[config.mk]
export PLATFORM = sky130hd
export DESIGN_NAME = run_length_token_decoder_top_flat
export DESIGN_NICKNAME = d
export VERILOG_FILES = /design/src/sv/rltd_pkg.sv /design/src/sv/rltd_if.sv /design/src/sv/run_length_token_decoder_top.sv /design/src/flat_wrapper.sv
export SDC_FILE = /design/constraint.sdc
export NUM_CORES = 1
export LEC_CHECK = 0
export BUFFER_PORTS_ARGS = -buffer_cell sky130_fd_sc_hd__clkbuf_2
export CORE_ASPECT_RATIO = 2
export CORE_MARGIN = 3
export CORE_UTILIZATION = 62
export DETAILED_ROUTE_END_ITERATION = 6
export PLACE_DENSITY = 0.85
export SYNTH_ARGS = -nofsm -noshare
export SYNTH_HDL_FRONTEND = slang
export SYNTH_SLANG_ARGS = --single-unit
[constraint.sdc]
create_clock -name clk -period 4.05 [get_ports clk]
set_input_delay 0.2025 -clock clk [delete_from_list [all_inputs] [get_ports clk]]
set_output_delay 0.2025 -clock clk [all_outputs]
set_load 0.01 [all_outputs]
[src/sv/rltd_pkg.sv]
// Package: parse phases, command bit positions and field widths for the token decoder.
`default_nettype none

package rltd_pkg;

    // Field widths
    localparam int unsigned BYTE_W = 8;
    localparam int unsigned LEN_W  = 15;
    localparam int unsigned HIGH_W = 6;

    // Command byte layout
    localparam int unsigned CMD_REPEAT_BIT = 7;
    localparam int unsigned CMD_WIDE_BIT   = 6;
    localparam logic [HIGH_W-1:0] CMD_COUNT_MASK = 6'h3F;

    // Length of a literal token
    localparam logic [LEN_W-1:0] LITERAL_LEN = 15'd1;

    // Parser phase
    typedef enum logic [1:0] {
        PH_HEADER  = 2'd0,
        PH_EXT     = 2'd1,
        PH_VALUE   = 2'd2,
        PH_LITERAL = 2'd3
    } phase_t;

    // Decoded token
    typedef struct packed {
        logic [BYTE_W-1:0] run_value;
        logic [LEN_W-1:0]  run_length;
        logic              from_repeat;
        logic              last_of_block;
        logic              truncated;
    } token_t;

endpackage : rltd_pkg

`default_nettype wire

[src/sv/rltd_if.sv]
// Interfaces: compressed byte channel and decoded token channel.
`default_nettype none

interface rltd_in_if;
    logic       valid;
    logic       ready;
    logic [7:0] code_byte;
    logic       block_end;

    modport source (output valid, output code_byte, output block_end, input ready);
    modport sink   (input valid, input code_byte, input block_end, output ready);
endinterface : rltd_in_if

interface rltd_out_if;
    logic        valid;
    logic        ready;
    logic [7:0]  run_value;
    logic [14:0] run_length;
    logic        from_repeat;
    logic        last_of_block;
    logic        truncated;

    modport source (output valid, output run_value, output run_length, output from_repeat,
                    output last_of_block, output truncated, input ready);
    modport sink   (input valid, input run_value, input run_length, input from_repeat,
                    input last_of_block, input truncated, output ready);
endinterface : rltd_out_if

`default_nettype wire

[src/sv/run_length_token_decoder_top.sv]
// Top level: run-length command parser with input register and output token register.
//
//   channel    dir   handshake     payload
//   code_in    in    valid/ready   code_byte[7:0], block_end
//   token_out  out   valid/ready   run_value[7:0], run_length[14:0], from_repeat,
//                                  last_of_block, truncated
//
// One byte per cycle unless a token waits on the stalled token register; a byte
// goes through stage 1 and then the token register. Stage 1 holds the byte; the
// parser state and decode logic sit between it and the token register. Bytes that
// finish no token retire from stage 1 even while the token register is stalled.
// rst_n clears the parser to the header phase and empties both stages.
`default_nettype none

module run_length_token_decoder_top
    import rltd_pkg::*;
(
    input  wire logic        clk,
    input  wire logic        rst_n,
    rltd_in_if.sink          code_in,
    rltd_out_if.source       token_out
);

    // Stage 1: input register
    logic              s1_valid_reg;
    logic [BYTE_W-1:0] code_reg;
    logic              end_reg;

    // Parser state
    phase_t            phase_reg, phase_next;
    logic              kind_reg, kind_next;
    logic [HIGH_W-1:0] high_reg, high_next;
    logic [LEN_W-1:0]  remain_reg, remain_next;

    // Token register
    logic              out_valid_reg;
    token_t            token_reg;

    // Decode results
    logic              have_token;
    logic              emit;
    token_t            token_next;
    logic [LEN_W-1:0]  hdr_len;
    logic [LEN_W-1:0]  ext_len;
    logic [LEN_W-1:0]  remain_dec;

    // Flow control
    logic              out_free;
    logic              s1_fire;
    logic              in_fire;

    assign out_free = !out_valid_reg || token_out.ready;
    assign s1_fire  = s1_valid_reg && (!emit || out_free);
    assign in_fire  = code_in.valid && code_in.ready;

    assign code_in.ready = !s1_valid_reg || s1_fire;

    // Count lengths: stored count plus one
    assign hdr_len    = {{(LEN_W-HIGH_W){1'b0}}, code_reg[HIGH_W-1:0] & CMD_COUNT_MASK}
                        + LEN_W'(1);
    assign ext_len    = {1'b0, high_reg, code_reg} + LEN_W'(1);
    assign remain_dec = (remain_reg != '0) ? remain_reg - LEN_W'(1) : remain_reg;

    // Next parser state
    always_comb
    begin
        phase_next  = phase_reg;
        kind_next   = kind_reg;
        high_next   = high_reg;
        remain_next = remain_reg;
        unique case (phase_reg)
            PH_HEADER:
            begin
                kind_next = code_reg[CMD_REPEAT_BIT];
                if (code_reg[CMD_WIDE_BIT])
                begin
                    high_next  = code_reg[HIGH_W-1:0] & CMD_COUNT_MASK;
                    phase_next = PH_EXT;
                end
                else
                begin
                    remain_next = hdr_len;
                    phase_next  = code_reg[CMD_REPEAT_BIT] ? PH_VALUE : PH_LITERAL;
                end
            end
            PH_EXT:
            begin
                remain_next = ext_len;
                phase_next  = kind_reg ? PH_VALUE : PH_LITERAL;
            end
            PH_VALUE:
            begin
                phase_next = PH_HEADER;
            end
            PH_LITERAL:
            begin
                remain_next = remain_dec;
                if (remain_dec == '0)
                    phase_next = PH_HEADER;
            end
            default:
            begin
                phase_next = PH_HEADER;
            end
        endcase
    end

    // Token fields
    always_comb
    begin
        have_token               = (phase_reg == PH_VALUE) || (phase_reg == PH_LITERAL);
        emit                     = have_token || end_reg;
        token_next.run_value     = have_token ? code_reg : '0;
        token_next.run_length    = '0;
        token_next.from_repeat   = 1'b0;
        if (phase_reg == PH_VALUE)
        begin
            token_next.run_length  = remain_reg;
            token_next.from_repeat = 1'b1;
        end
        else if (phase_reg == PH_LITERAL)
        begin
            token_next.run_length  = LITERAL_LEN;
        end
        token_next.last_of_block = end_reg;
        token_next.truncated     = end_reg && (phase_next != PH_HEADER);
    end

    // Stage 1 control
    always_ff @(posedge clk or negedge rst_n)
    begin
        if (!rst_n)
            s1_valid_reg <= 1'b0;
        else if (in_fire)
            s1_valid_reg <= 1'b1;
        else if (s1_fire)
            s1_valid_reg <= 1'b0;
    end

    // Stage 1 payload
    always_ff @(posedge clk)
    begin
        if (in_fire)
        begin
            code_reg <= code_in.code_byte;
            end_reg  <= code_in.block_end;
        end
    end

    // Parser state; a block end returns everything to the header phase
    always_ff @(posedge clk or negedge rst_n)
    begin
        if (!rst_n)
        begin
            phase_reg  <= PH_HEADER;
            kind_reg   <= 1'b0;
            high_reg   <= '0;
            remain_reg <= '0;
        end
        else if (s1_fire)
        begin
            if (end_reg)
            begin
                phase_reg  <= PH_HEADER;
                kind_reg   <= 1'b0;
                high_reg   <= '0;
                remain_reg <= '0;
            end
            else
            begin
                phase_reg  <= phase_next;
                kind_reg   <= kind_next;
                high_reg   <= high_next;
                remain_reg <= remain_next;
            end
        end
    end

    // Token register valid
    always_ff @(posedge clk or negedge rst_n)
    begin
        if (!rst_n)
            out_valid_reg <= 1'b0;
        else if (s1_fire && emit)
            out_valid_reg <= 1'b1;
        else if (token_out.ready)
            out_valid_reg <= 1'b0;
    end

    // Token register payload
    always_ff @(posedge clk)
    begin
        if (s1_fire && emit)
            token_reg <= token_next;
    end

    assign token_out.valid         = out_valid_reg;
    assign token_out.run_value     = token_reg.run_value;
    assign token_out.run_length    = token_reg.run_length;
    assign token_out.from_repeat   = token_reg.from_repeat;
    assign token_out.last_of_block = token_reg.last_of_block;
    assign token_out.truncated     = token_reg.truncated;

endmodule : run_length_token_decoder_top

`default_nettype wire

[src/flat_wrapper.sv]
// flat-port wrapper written by rule: the top's interface ports become plain ports
module run_length_token_decoder_top_flat import rltd_pkg::*;
  (clk, rst_n, code_in_valid, code_in_code_byte, code_in_block_end, code_in_ready, token_out_valid, token_out_run_value, token_out_run_length, token_out_from_repeat, token_out_last_of_block, token_out_truncated, token_out_ready);
  rltd_in_if code_in_i ();
  rltd_out_if token_out_i ();
  input  wire logic clk;
  input  wire logic rst_n;
  input wire logic [$bits(code_in_i.valid)-1:0] code_in_valid;
  input wire logic [$bits(code_in_i.code_byte)-1:0] code_in_code_byte;
  input wire logic [$bits(code_in_i.block_end)-1:0] code_in_block_end;
  output wire logic [$bits(code_in_i.ready)-1:0] code_in_ready;
  output wire logic [$bits(token_out_i.valid)-1:0] token_out_valid;
  output wire logic [$bits(token_out_i.run_value)-1:0] token_out_run_value;
  output wire logic [$bits(token_out_i.run_length)-1:0] token_out_run_length;
  output wire logic [$bits(token_out_i.from_repeat)-1:0] token_out_from_repeat;
  output wire logic [$bits(token_out_i.last_of_block)-1:0] token_out_last_of_block;
  output wire logic [$bits(token_out_i.truncated)-1:0] token_out_truncated;
  input wire logic [$bits(token_out_i.ready)-1:0] token_out_ready;
  assign code_in_i.valid = code_in_valid;
  assign code_in_i.code_byte = code_in_code_byte;
  assign code_in_i.block_end = code_in_block_end;
  assign code_in_ready = code_in_i.ready;
  assign token_out_valid = token_out_i.valid;
  assign token_out_run_value = token_out_i.run_value;
  assign token_out_run_length = token_out_i.run_length;
  assign token_out_from_repeat = token_out_i.from_repeat;
  assign token_out_last_of_block = token_out_i.last_of_block;
  assign token_out_truncated = token_out_i.truncated;
  assign token_out_i.ready = token_out_ready;
  run_length_token_decoder_top u_core (.clk(clk), .rst_n(rst_n), .code_in(code_in_i), .token_out(token_out_i));
endmodule
==> results of run 1 <==
metrics by stage:
step	setup WS, ps	instance area, um2	power, uW
floorplan	1600	3260	1690
global placement	1350	3470	1940
detailed placement	1270	3470	1950
CTS	1260	3720	2600
global route	1070	3720	2760
finish	1220	3720	2610
kinds of logic after synthesis:
kind of cell / after synthesis
simple gates: 132
compound gates: 85
flops: 61
buf+inv: 26
xor+xnor: 12
mux: 2
fa+ha+maj: 2
path summary, 6_finish.rpt:
kind	to	from	depth (start not counted)	slack, ps
hold / removal	u_core.code_reg[7]	code_in_code_byte[7]	1	30
setup reg to reg	u_core.token_out.truncated	u_core.remain_reg[7]	6	1220
min in group asynchronous	u_core.remain_reg[12]	rst_n	2	470
hold reg to reg	u_core.kind_reg	u_core.kind_reg	2	530
max in group asynchronous	u_core.kind_reg	rst_n	2	3100
setup / recovery	u_core.token_out.truncated	u_core.remain_reg[7]	6	1220
cell type report:
| type | instances | share of cell area, % |
|---|---|---|
| Sequential cell | 61 | 45.7 |
| Multi-Input combinational cell | 233 | 38.9 |
| Timing Repair Buffer | 43 | 6.05 |
| Clock buffer | 13 | 4.81 |
| Tap cell | 57 | 1.92 |
| Clock inverter | 3 | 1.75 |
| Inverter | 8 | 0.807 |
cells in the mapped netlist, types with 2 or more instances:
cell type / count
inv_1: 7
a22o_1: 6
o21a_1: 2
dfrtp_1: 26
nor4_1: 2
nor2b_1: 2
ha_1: 2
clkbuf_1: 13
edfxtp_1: 35
a21o_1: 2
xor2_1: 7
nand4_1: 3
nand2b_1: 6
mux2i_1: 2
or3_1: 2
nand3_1: 16
and4b_1: 2
o22ai_1: 2
a21oi_1: 19
nor3_1: 14
a22oi_1: 4
and2_1: 20
xnor2_1: 5
a31oi_1: 3
o21ai_0: 32
a41oi_1: 3
buf_6: 2
and3_1: 3
or4_4: 2
nor2_1: 29
nand2_1: 19
nor4_2: 2
report_power, final:
part | internal, uW | switching [uW] | leakage [uW]
combinational | 380 | 600 | 0.000722
clock | 413 | 233 | 0.000126
sequential | 798 | 187 | 0.000689
total | 1590 | 1020 | 0.00154
per-layer routing:
metal	global-route usage (%)	share of wire (%)
met5	0	0
met4	18.9	5.2
met3	6.93	6.4
met2	48.0	53
met1	30.2	36
placed cells by master, fill, tap and decap left out, types with 3 or more instances in the layout:
cell / Yosys / layout
clkbuf_8: 0 / 13
nand3_1: 16 / 16
nand4_1: 3 / 3
xnor2_1: 5 / 5
nand2b_1: 6 / 6
edfxtp_1: 35 / 35
a22o_1: 6 / 6
and2_1: 20 / 20
dfrtp_1: 26 / 26
a41oi_1: 3 / 3
a31oi_1: 3 / 3
xor2_1: 7 / 7
nor3_1: 14 / 14
nor2_1: 29 / 28
inv_1: 7 / 7
nand2_1: 19 / 19
a22oi_1: 4 / 4
clkbuf_2: 1 / 40
o21ai_0: 32 / 31
a21oi_1: 19 / 19
and3_1: 3 / 3
==> results.yml, run 1 <==
run_status:
  status: "complete, no violations"
logic_synthesis:
  yosysTopAreaCellShare_pct: 32.2
  synth.top_cells.by_area: "edfxtp_1 (32%), dfrtp_1 (20%), o21ai_0 (4.9%), and2_1 (3.8%), nor2_1 (3.3%)"
  synthAdderAreaFrac_pct: 0.767
  ys_seq_elements: 61
  ys_seq_area_share_pct: 52.2
  netlist_area_um2: 3260
  synth_cell_type_count: 58
  yosys_warnings: 0
  synthMuxAreaShare_pct: 0.614
  ys.flop_type: "edfxtp_1"
  yosysTopAreaCell: "edfxtp_1"
  synth_xor_area_share_pct: 3.22
  syn_avg_cell_area_um2: 10.2
  synth-compound-area-share_pct: 16.6
  yosys.area_share.simple_pct: 23.1
  synth_edf_count: 35
  syn-num-nets: 335
  async_reset_ff_share_pct: 42.6
  postSynthCellCount: 320
  synth_top_family_by_area: "simple AND/OR/NAND/NOR gates"
worst_setup_path:
  critPathBufInv: 0
  crit_family: "simple AND/OR/NAND/NOR gates"
  path_cells: "nor4_2, nand4_2, mux2i_1, and4b_1, and4bb_1, nor3_1"
  critPathMaxFanout: 11
  critPathMaxStageDelay_ps: 880
  arrival_ps: 2910
  crit_type: "reg -> reg"
  cp.required_ps: 4130
  cp-start-kind: "flip-flop"
  cpMaxStageDelayCell: "nor4_2"
  cp-end-kind: "flip-flop"
cts:
  root_buffer: "clkbuf_8"
  cts_hold_buffers: 1
  cts_resized: 0
  htreeDepth: 3
  cts_tree: "yes"
  clock_latency_ps: 350
  numCtsBuffers: 9
  clockBufferDepth: 2
  clkTransAtPathRegs_ps: 70
  clock_sinks: 61
  post_cts.repair.setup_buffers: 0
sta:
  hold_violations: 0
  whs_ps: 30.2
  worstMarginPinSlew_ps: 1130
  rsz0062_at_grt: "false"
  layout_worst_path_cycle_share_pct: 69.9
  drv_slew: 0
  setup_viol: 0
  tns_ps: 0
  period_minus_slack_ps: 2830
  clock-skew-final_ps: 7.43
  fmax_ghz: 0.353
  relSlewSlack_pct: 24.5
power_and_ir_drop:
  power_leakage_uw: 0.00154
  power_density_nw_per_um2: 702
  ir_drop_mv: 0.538
finish:
  seq_area_um2: 1700
  synthToLayoutAreaGrowth_pct: 14.0
  stdcell_count: 418
  multi_input_area_um2: 1450
  final_nets: 371
  drive_gt1_share_pct: 19.4
  fill_cells: 370
  fin_util_pct: 74.4
  diodes: 0
floorplanning:
  num_rows: 36
  core_um2: 5000
  die_h_um: 109
  start_util_pct: 65.2
  pin_count: 41
  dieArea_um2: 6220
  die_w_um: 57.3
drt:
  routedWlPerCell_um: 19.3
  num_vias: 2678
  remaining_drc_errors: 0
  first_iter_violations: 184
  route.antenna.remaining_nets: 0
  via_per_inst: 6.41
  firstDrtPassIters: 5
  totalWireLength_um: 8070
grt:
  grt.total_usage_pct: 28.2
  grt_max_degree: 27
  grt-ovfl-total: 0
  antenna_found_initial: 0
  grt_pass1_vias: 2657
  grt_pass1_wl_um: 13000
placement:
  io_buffers: 40
  hpwlAfterDp_um: 5810
  dp_cells: 401
  gp_congestion: 0.961
job:
  maxCapViolCount: 0
hold_path:
  hold_class: "in -> reg"
No activity file was read; power rests on OpenSTA's default activity.
==> run 2, diff against run 1 <==
--- a/config.mk
+++ b/config.mk
@@ -8,9 +8,9 @@
 export BUFFER_PORTS_ARGS = -buffer_cell sky130_fd_sc_hd__clkbuf_2
 export CORE_ASPECT_RATIO = 2
 export CORE_MARGIN = 3
-export CORE_UTILIZATION = 62
+export CORE_UTILIZATION = 52
 export DETAILED_ROUTE_END_ITERATION = 6
-export PLACE_DENSITY = 0.85
+export PLACE_DENSITY = 0.76
 export SYNTH_ARGS = -nofsm -noshare
 export SYNTH_HDL_FRONTEND = slang
 export SYNTH_SLANG_ARGS = --single-unit
==> constraint.sdc (replaced) <==
create_clock -name clk -period 2.6 [get_ports clk]
set_input_delay 0.13 -clock clk [delete_from_list [all_inputs] [get_ports clk]]
set_output_delay 0.13 -clock clk [all_outputs]
set_load 0.01 [all_outputs]
==> run 2 against run 1 <==
Clock skew is 1.7 ps higher. Die area is 18% higher. Routed wire length is 4.6% higher. Worst hold slack better by 170 ps. Sequential share of layout area is 4.0 points lower. Non-clock buffer count is 35 higher. Critical path type unchanged. Largest cell class unchanged. Largest power group is now combinational cells.
==> results.yml, run 2 (synthesized netlist as in run 1, its figures left out) <==
floorplanning:
  pin_count: 41
  die_h_um: 118
  start_util_pct: 53.9
  dieArea_um2: 7320
  core_um2: 6060
  num_rows: 40
  die_w_um: 62.0
drt:
  first_iter_violations: 140
  remaining_drc_errors: 0
  totalWireLength_um: 8440
  via_per_inst: 5.75
  routedWlPerCell_um: 17.6
  route.antenna.remaining_nets: 0
  firstDrtPassIters: 4
  num_vias: 2762
placement:
  gp_congestion: 0.897
  place_area_um2: 3670
  hpwlAfterDp_um: 6410
  io_buffers: 40
cts:
  cts_tree: "yes"
  clock_sinks: 61
  clkTransAtPathRegs_ps: 50
  htreeDepth: 3
  root_buffer: "clkbuf_16"
  cts_resized: 0
  numCtsBuffers: 9
  clockBufferDepth: 2
  clock_latency_ps: 330
sta:
  setup_viol: 0
  relSlewSlack_pct: 31.4
  rsz0062_at_grt: "false"
  layout_worst_path_cycle_share_pct: 93.9
  period_minus_slack_ps: 2440
  hold_violations: 0
  clock-skew-final_ps: 9.17
  tns_ps: 0
  fmax_ghz: 0.410
  worstMarginPinSlew_ps: 1020
  drv_slew: 0
grt:
  gr-usage-met2_pct: 44.0
  globalRouteMet3Util_pct: 6.15
  grt_use_met1_pct: 26.9
  grt_busiest_layer: "met2"
  grt_pass1_wl_um: 13700
  antenna_found_initial: 0
  grt_max_degree: 27
  grt.total_usage_pct: 26.1
  grt_pass1_vias: 2791
  grt-ovfl-total: 0
worst_setup_path:
  cpMaxStageDelayCell: "dfrtp_1"
  cp-end-kind: "flip-flop"
  cp-start-kind: "flip-flop"
  ff2ff_setup_slack_ps: 160
  arrival_ps: 2520
  critPathBufInv: 2
  path_cells: "inv_1, ha_1, nor3b_4, buf_4, nand4b_1, mux2i_1, and4b_1, and4bb_1, nor3_1"
  critPathMaxStageDelay_ps: 440
  critPathMaxFanout: 7
  cp.required_ps: 2680
  crit_family: "simple AND/OR/NAND/NOR gates"
  crit_type: "reg -> reg"
power_and_ir_drop:
  p_comb_share_pct: 43.3
  power_leakage_uw: 0.00171
  seqPwrFrac_pct: 32.1
  ir_drop_mv: 0.612
  power.internal_uw: 2810
  power_density_nw_per_um2: 1100
  clockPowerShare_pct: 24.7
  power_switching_uw: 1690
  switching_share_pct: 37.6
hold_path:
  hold_class: "in -> reg"
finish:
  fin_util_pct: 67.4
  final_nets: 406
  drive_gt1_share_pct: 23.2
  diodes: 0
  layout_commonest_cell: "clkbuf_2"
  most-common-layout-cells: "clkbuf_2 (40), edfxtp_1 (35), o21ai_0 (31), nor2_1 (28), buf_4 (27)"
  synthToLayoutAreaGrowth_pct: 25.1
  fin_area_um2: 4080
run_status:
  status: "complete, no violations"
job:
  maxCapViolCount: 0
==> run 2: final timing paths <==
path,from,to,depth (start not counted)
max in group asynchronous,rst_n,u_core.remain_reg[11],2
worst max-delay path,u_core.remain_reg[1],u_core.token_out.truncated,9
worst min register to register,u_core.kind_reg,u_core.kind_reg,2
min in group asynchronous,rst_n,u_core.remain_reg[5],2
worst min-delay path,token_out_ready,u_core.token_out.valid,3
worst max register to register,u_core.remain_reg[1],u_core.token_out.truncated,9
==> run 2: what timing repair did <==
action,4_1_cts,5_1_grt
setup buffers,0,2
hold endpoints to repair,36,0
endpoints found under the setup margin,0,2
hold buffers,11,0
==> run 2: metal layers <==
layer	part of all wire [%]	vias up
li1	-	1323
met1	34	1315
met2	56	91
met3	3.8	33
met4	5.7	0
met5	0	-
==> run 2: final cells by class <==
type | instances | area, um2
fill | 477 | 1980
sequential | 61 | 1700
multi-input combinational | 233 | 1450
timing repair buffer | 78 | 513
clock buffer | 15 | 278
tap | 84 | 105
inverter | 8 | 30.0
clock inverter | 1 | 5.00
==> run 2: worst reg2reg max path, cell delays in order (launching register included) <==
cell and delay, ps:
dfrtp_1 440, inv_1 100, ha_1 180, nor3b_4 260, buf_4 170, nand4b_1 120, mux2i_1 310, and4b_1 230
and4bb_1 310, nor3_1 80
==> run 2: stage by stage <==
stage | total power [uW] | setup slack, ps | std cells | hold slack (ps)
2_1_floorplan | 2640 | 153 | 320 | -166
3_3_place_gp | 3310 | 230 | 451 | 204
3_5_place_dp | 3330 | 164 | 451 | 209
4_1_cts | 4470 | 150 | 478 | 187
5_1_grt | 4770 | 67.0 | 480 | 211
6_report | 4500 | 159 | 480 | 200
==> run 2: power by group through the flow <==
stage               sequential [uW]  clock [uW]  combinational [uW]
global placement               1440           0                1860
floorplan                      1440           0                1200
finish                         1440        1110                1950
detailed placement             1450           0                1880
global route                   1470        1170                2130
CTS                            1440        1130                1900
==> run 3, diff against run 2 <==
--- a/config.mk
+++ b/config.mk
@@ -6,11 +6,14 @@
 export NUM_CORES = 1
 export LEC_CHECK = 0
 export BUFFER_PORTS_ARGS = -buffer_cell sky130_fd_sc_hd__clkbuf_2
+export CELL_PAD_IN_SITES_DETAIL_PLACEMENT = 0
+export CELL_PAD_IN_SITES_GLOBAL_PLACEMENT = 1
 export CORE_ASPECT_RATIO = 2
 export CORE_MARGIN = 3
-export CORE_UTILIZATION = 52
+export CORE_UTILIZATION = 41
 export DETAILED_ROUTE_END_ITERATION = 6
-export PLACE_DENSITY = 0.76
+export PLACE_DENSITY_LB_ADDON = 0.1
+export REMOVE_ABC_BUFFERS = 1
 export SYNTH_ARGS = -nofsm -noshare
 export SYNTH_HDL_FRONTEND = slang
 export SYNTH_SLANG_ARGS = --single-unit
==> run 3 against run 2 <==
Sequential power hardly changed. Sequential share of layout area shrank 1.2 points. Total power up 9.0%. Critical path depth shrank 1. Combinational power grew 4%. Global-route usage shrank 5.1 points. Via count down 1.3%. Worst hold slack worse by 1.1 ps. Clock skew rose by 0.57 ps. Critical endpoint unchanged.
==> results.yml, run 3 (synthesized netlist as in run 1, its figures left out) <==
cts:
  numCtsBuffers: 9
  clock_latency_ps: 330
  root_buffer: "clkbuf_16"
  clkTransAtPathRegs_ps: 50
  clock_sinks: 61
  clockBufferDepth: 2
  htreeDepth: 3
  cts_tree: "yes"
sta:
  drv_slew: 0
  period_minus_slack_ps: 2440
  fmax_ghz: 0.409
  clock-skew-final_ps: 9.74
  hold_violations: 0
  tns_ps: 0
  relSlewSlack_pct: 51.2
  worstMarginPinSlew_ps: 731
  rsz0062_at_grt: "false"
  layout_setup_ws_ps: 156
  setup_viol: 0
  layout_worst_path_cycle_share_pct: 94.0
finish:
  fill_cells: 717
  synthToLayoutAreaGrowth_pct: 28.7
  most-common-layout-cells: "clkbuf_2 (40), edfxtp_1 (35), o21ai_0 (30), nor2_1 (28), dfrtp_1 (26)"
  layout_commonest_cell: "clkbuf_2"
  final_nets: 406
  fin_util_pct: 54.8
  drive_gt1_share_pct: 24.0
  fin_area_um2: 4200
  diodes: 0
power_and_ir_drop:
  power_leakage_uw: 0.00175
  ir_drop_mv: 0.635
  power_density_nw_per_um2: 1170
  power_uw: 4900
drt:
  firstDrtPassIters: 4
  route.antenna.remaining_nets: 0
  num_vias: 2726
  via_per_inst: 5.56
  totalWireLength_um: 9170
  remaining_drc_errors: 0
  first_iter_violations: 190
  routedWlPerCell_um: 18.7
grt:
  antenna_found_initial: 0
  grt-ovfl-total: 0
  grt_pass1_vias: 2741
  grt.total_usage_pct: 21.0
  grt_pass1_wl_um: 14500
  grt_max_degree: 27
floorplanning:
  pin_count: 41
  core_um2: 7660
  dieArea_um2: 9130
  die_h_um: 132
  die_w_um: 69.1
  start_util_pct: 42.6
  num_rows: 45
placement:
  place_ws_ps: 13.4
  hpwlAfterDp_um: 6950
  gp_congestion: 0.955
  place_area_um2: 3720
  io_buffers: 40
worst_setup_path:
  cp.required_ps: 2680
  cp-end-kind: "flip-flop"
  critPathMaxFanout: 7
  crit_type: "reg -> reg"
  arrival_ps: 2530
  cp-start-kind: "flip-flop"
  ff2ff_setup_slack_ps: 160
job:
  maxCapViolCount: 0
hold_path:
  hold_class: "in -> reg"
run_status:
  status: "complete, no violations"
## run 3: changes by cell type in the layout (fill, tap and decap cells not counted), sizes merged
cell and delta:
bufinv +3, clkbuf -2, clkinv -1
## run 3: repair_timing
action,CTS,global route
resized for setup,0,2
setup endpoints to repair,0,3
hold buffers,11,0
endpoints found under the hold margin,36,0
buffers inserted,0,1
## run 3: worst max-delay path: stages, from the launching register on
cell and delay [ps]:
dfrtp_1 440, inv_1 110, ha_1 230, or3b_2 510, nor2_1 190, nor3_1 100, and4b_1 260, and4bb_1 310
nor3_1 60
## run 3: layout make-up
| class | instances | area [um2] | share of cell area, % |
|---|---|---|---|
| Sequential cell | 61 | 1700 | 40.5 |
| Clock inverter | 3 | 90.1 | 2.15 |
| Timing Repair Buffer | 78 | 538 | 12.8 |
| Inverter | 8 | 30.0 | 0.715 |
| Tap cell | 94 | 118 | 2.80 |
| Clock buffer | 13 | 270 | 6.44 |
| Multi-Input combinational cell | 233 | 1450 | 34.6 |
## run 3: stage by stage
step                hold WS, ps  cells
global route                231    490
CTS                         195    489
global placement            211    462
finish                      199    490
detailed placement          223    462
floorplan                  -166    302
## run 3: path summary, 6_finish.rpt
check / start / end / cells past startpoint
setup / recovery: u_core.remain_reg[1] / u_core.token_out.truncated / 8
hold / removal: token_out_ready / u_core.token_out.valid / 3
setup reg to reg: u_core.remain_reg[1] / u_core.token_out.truncated / 8
hold reg to reg: u_core.kind_reg / u_core.kind_reg / 2
max in group asynchronous: rst_n / u_core.s1_valid_reg / 2
min in group asynchronous: rst_n / u_core.remain_reg[2] / 2
## run 3: power by group
group          switching (uW)  internal, uW  total (uW)
sequential                194          1250        1440
clock                     416          1010        1430
combinational            1170           865        2030
## run 3: routing by layer
layer	global-route usage (%)	routed length, um	up-vias
met3	4.27	337	26
met2	39.3	5200	81
li1	-	-	1326
met1	20.5	3200	1293
met5	0	0	-
met4	12.4	430	0
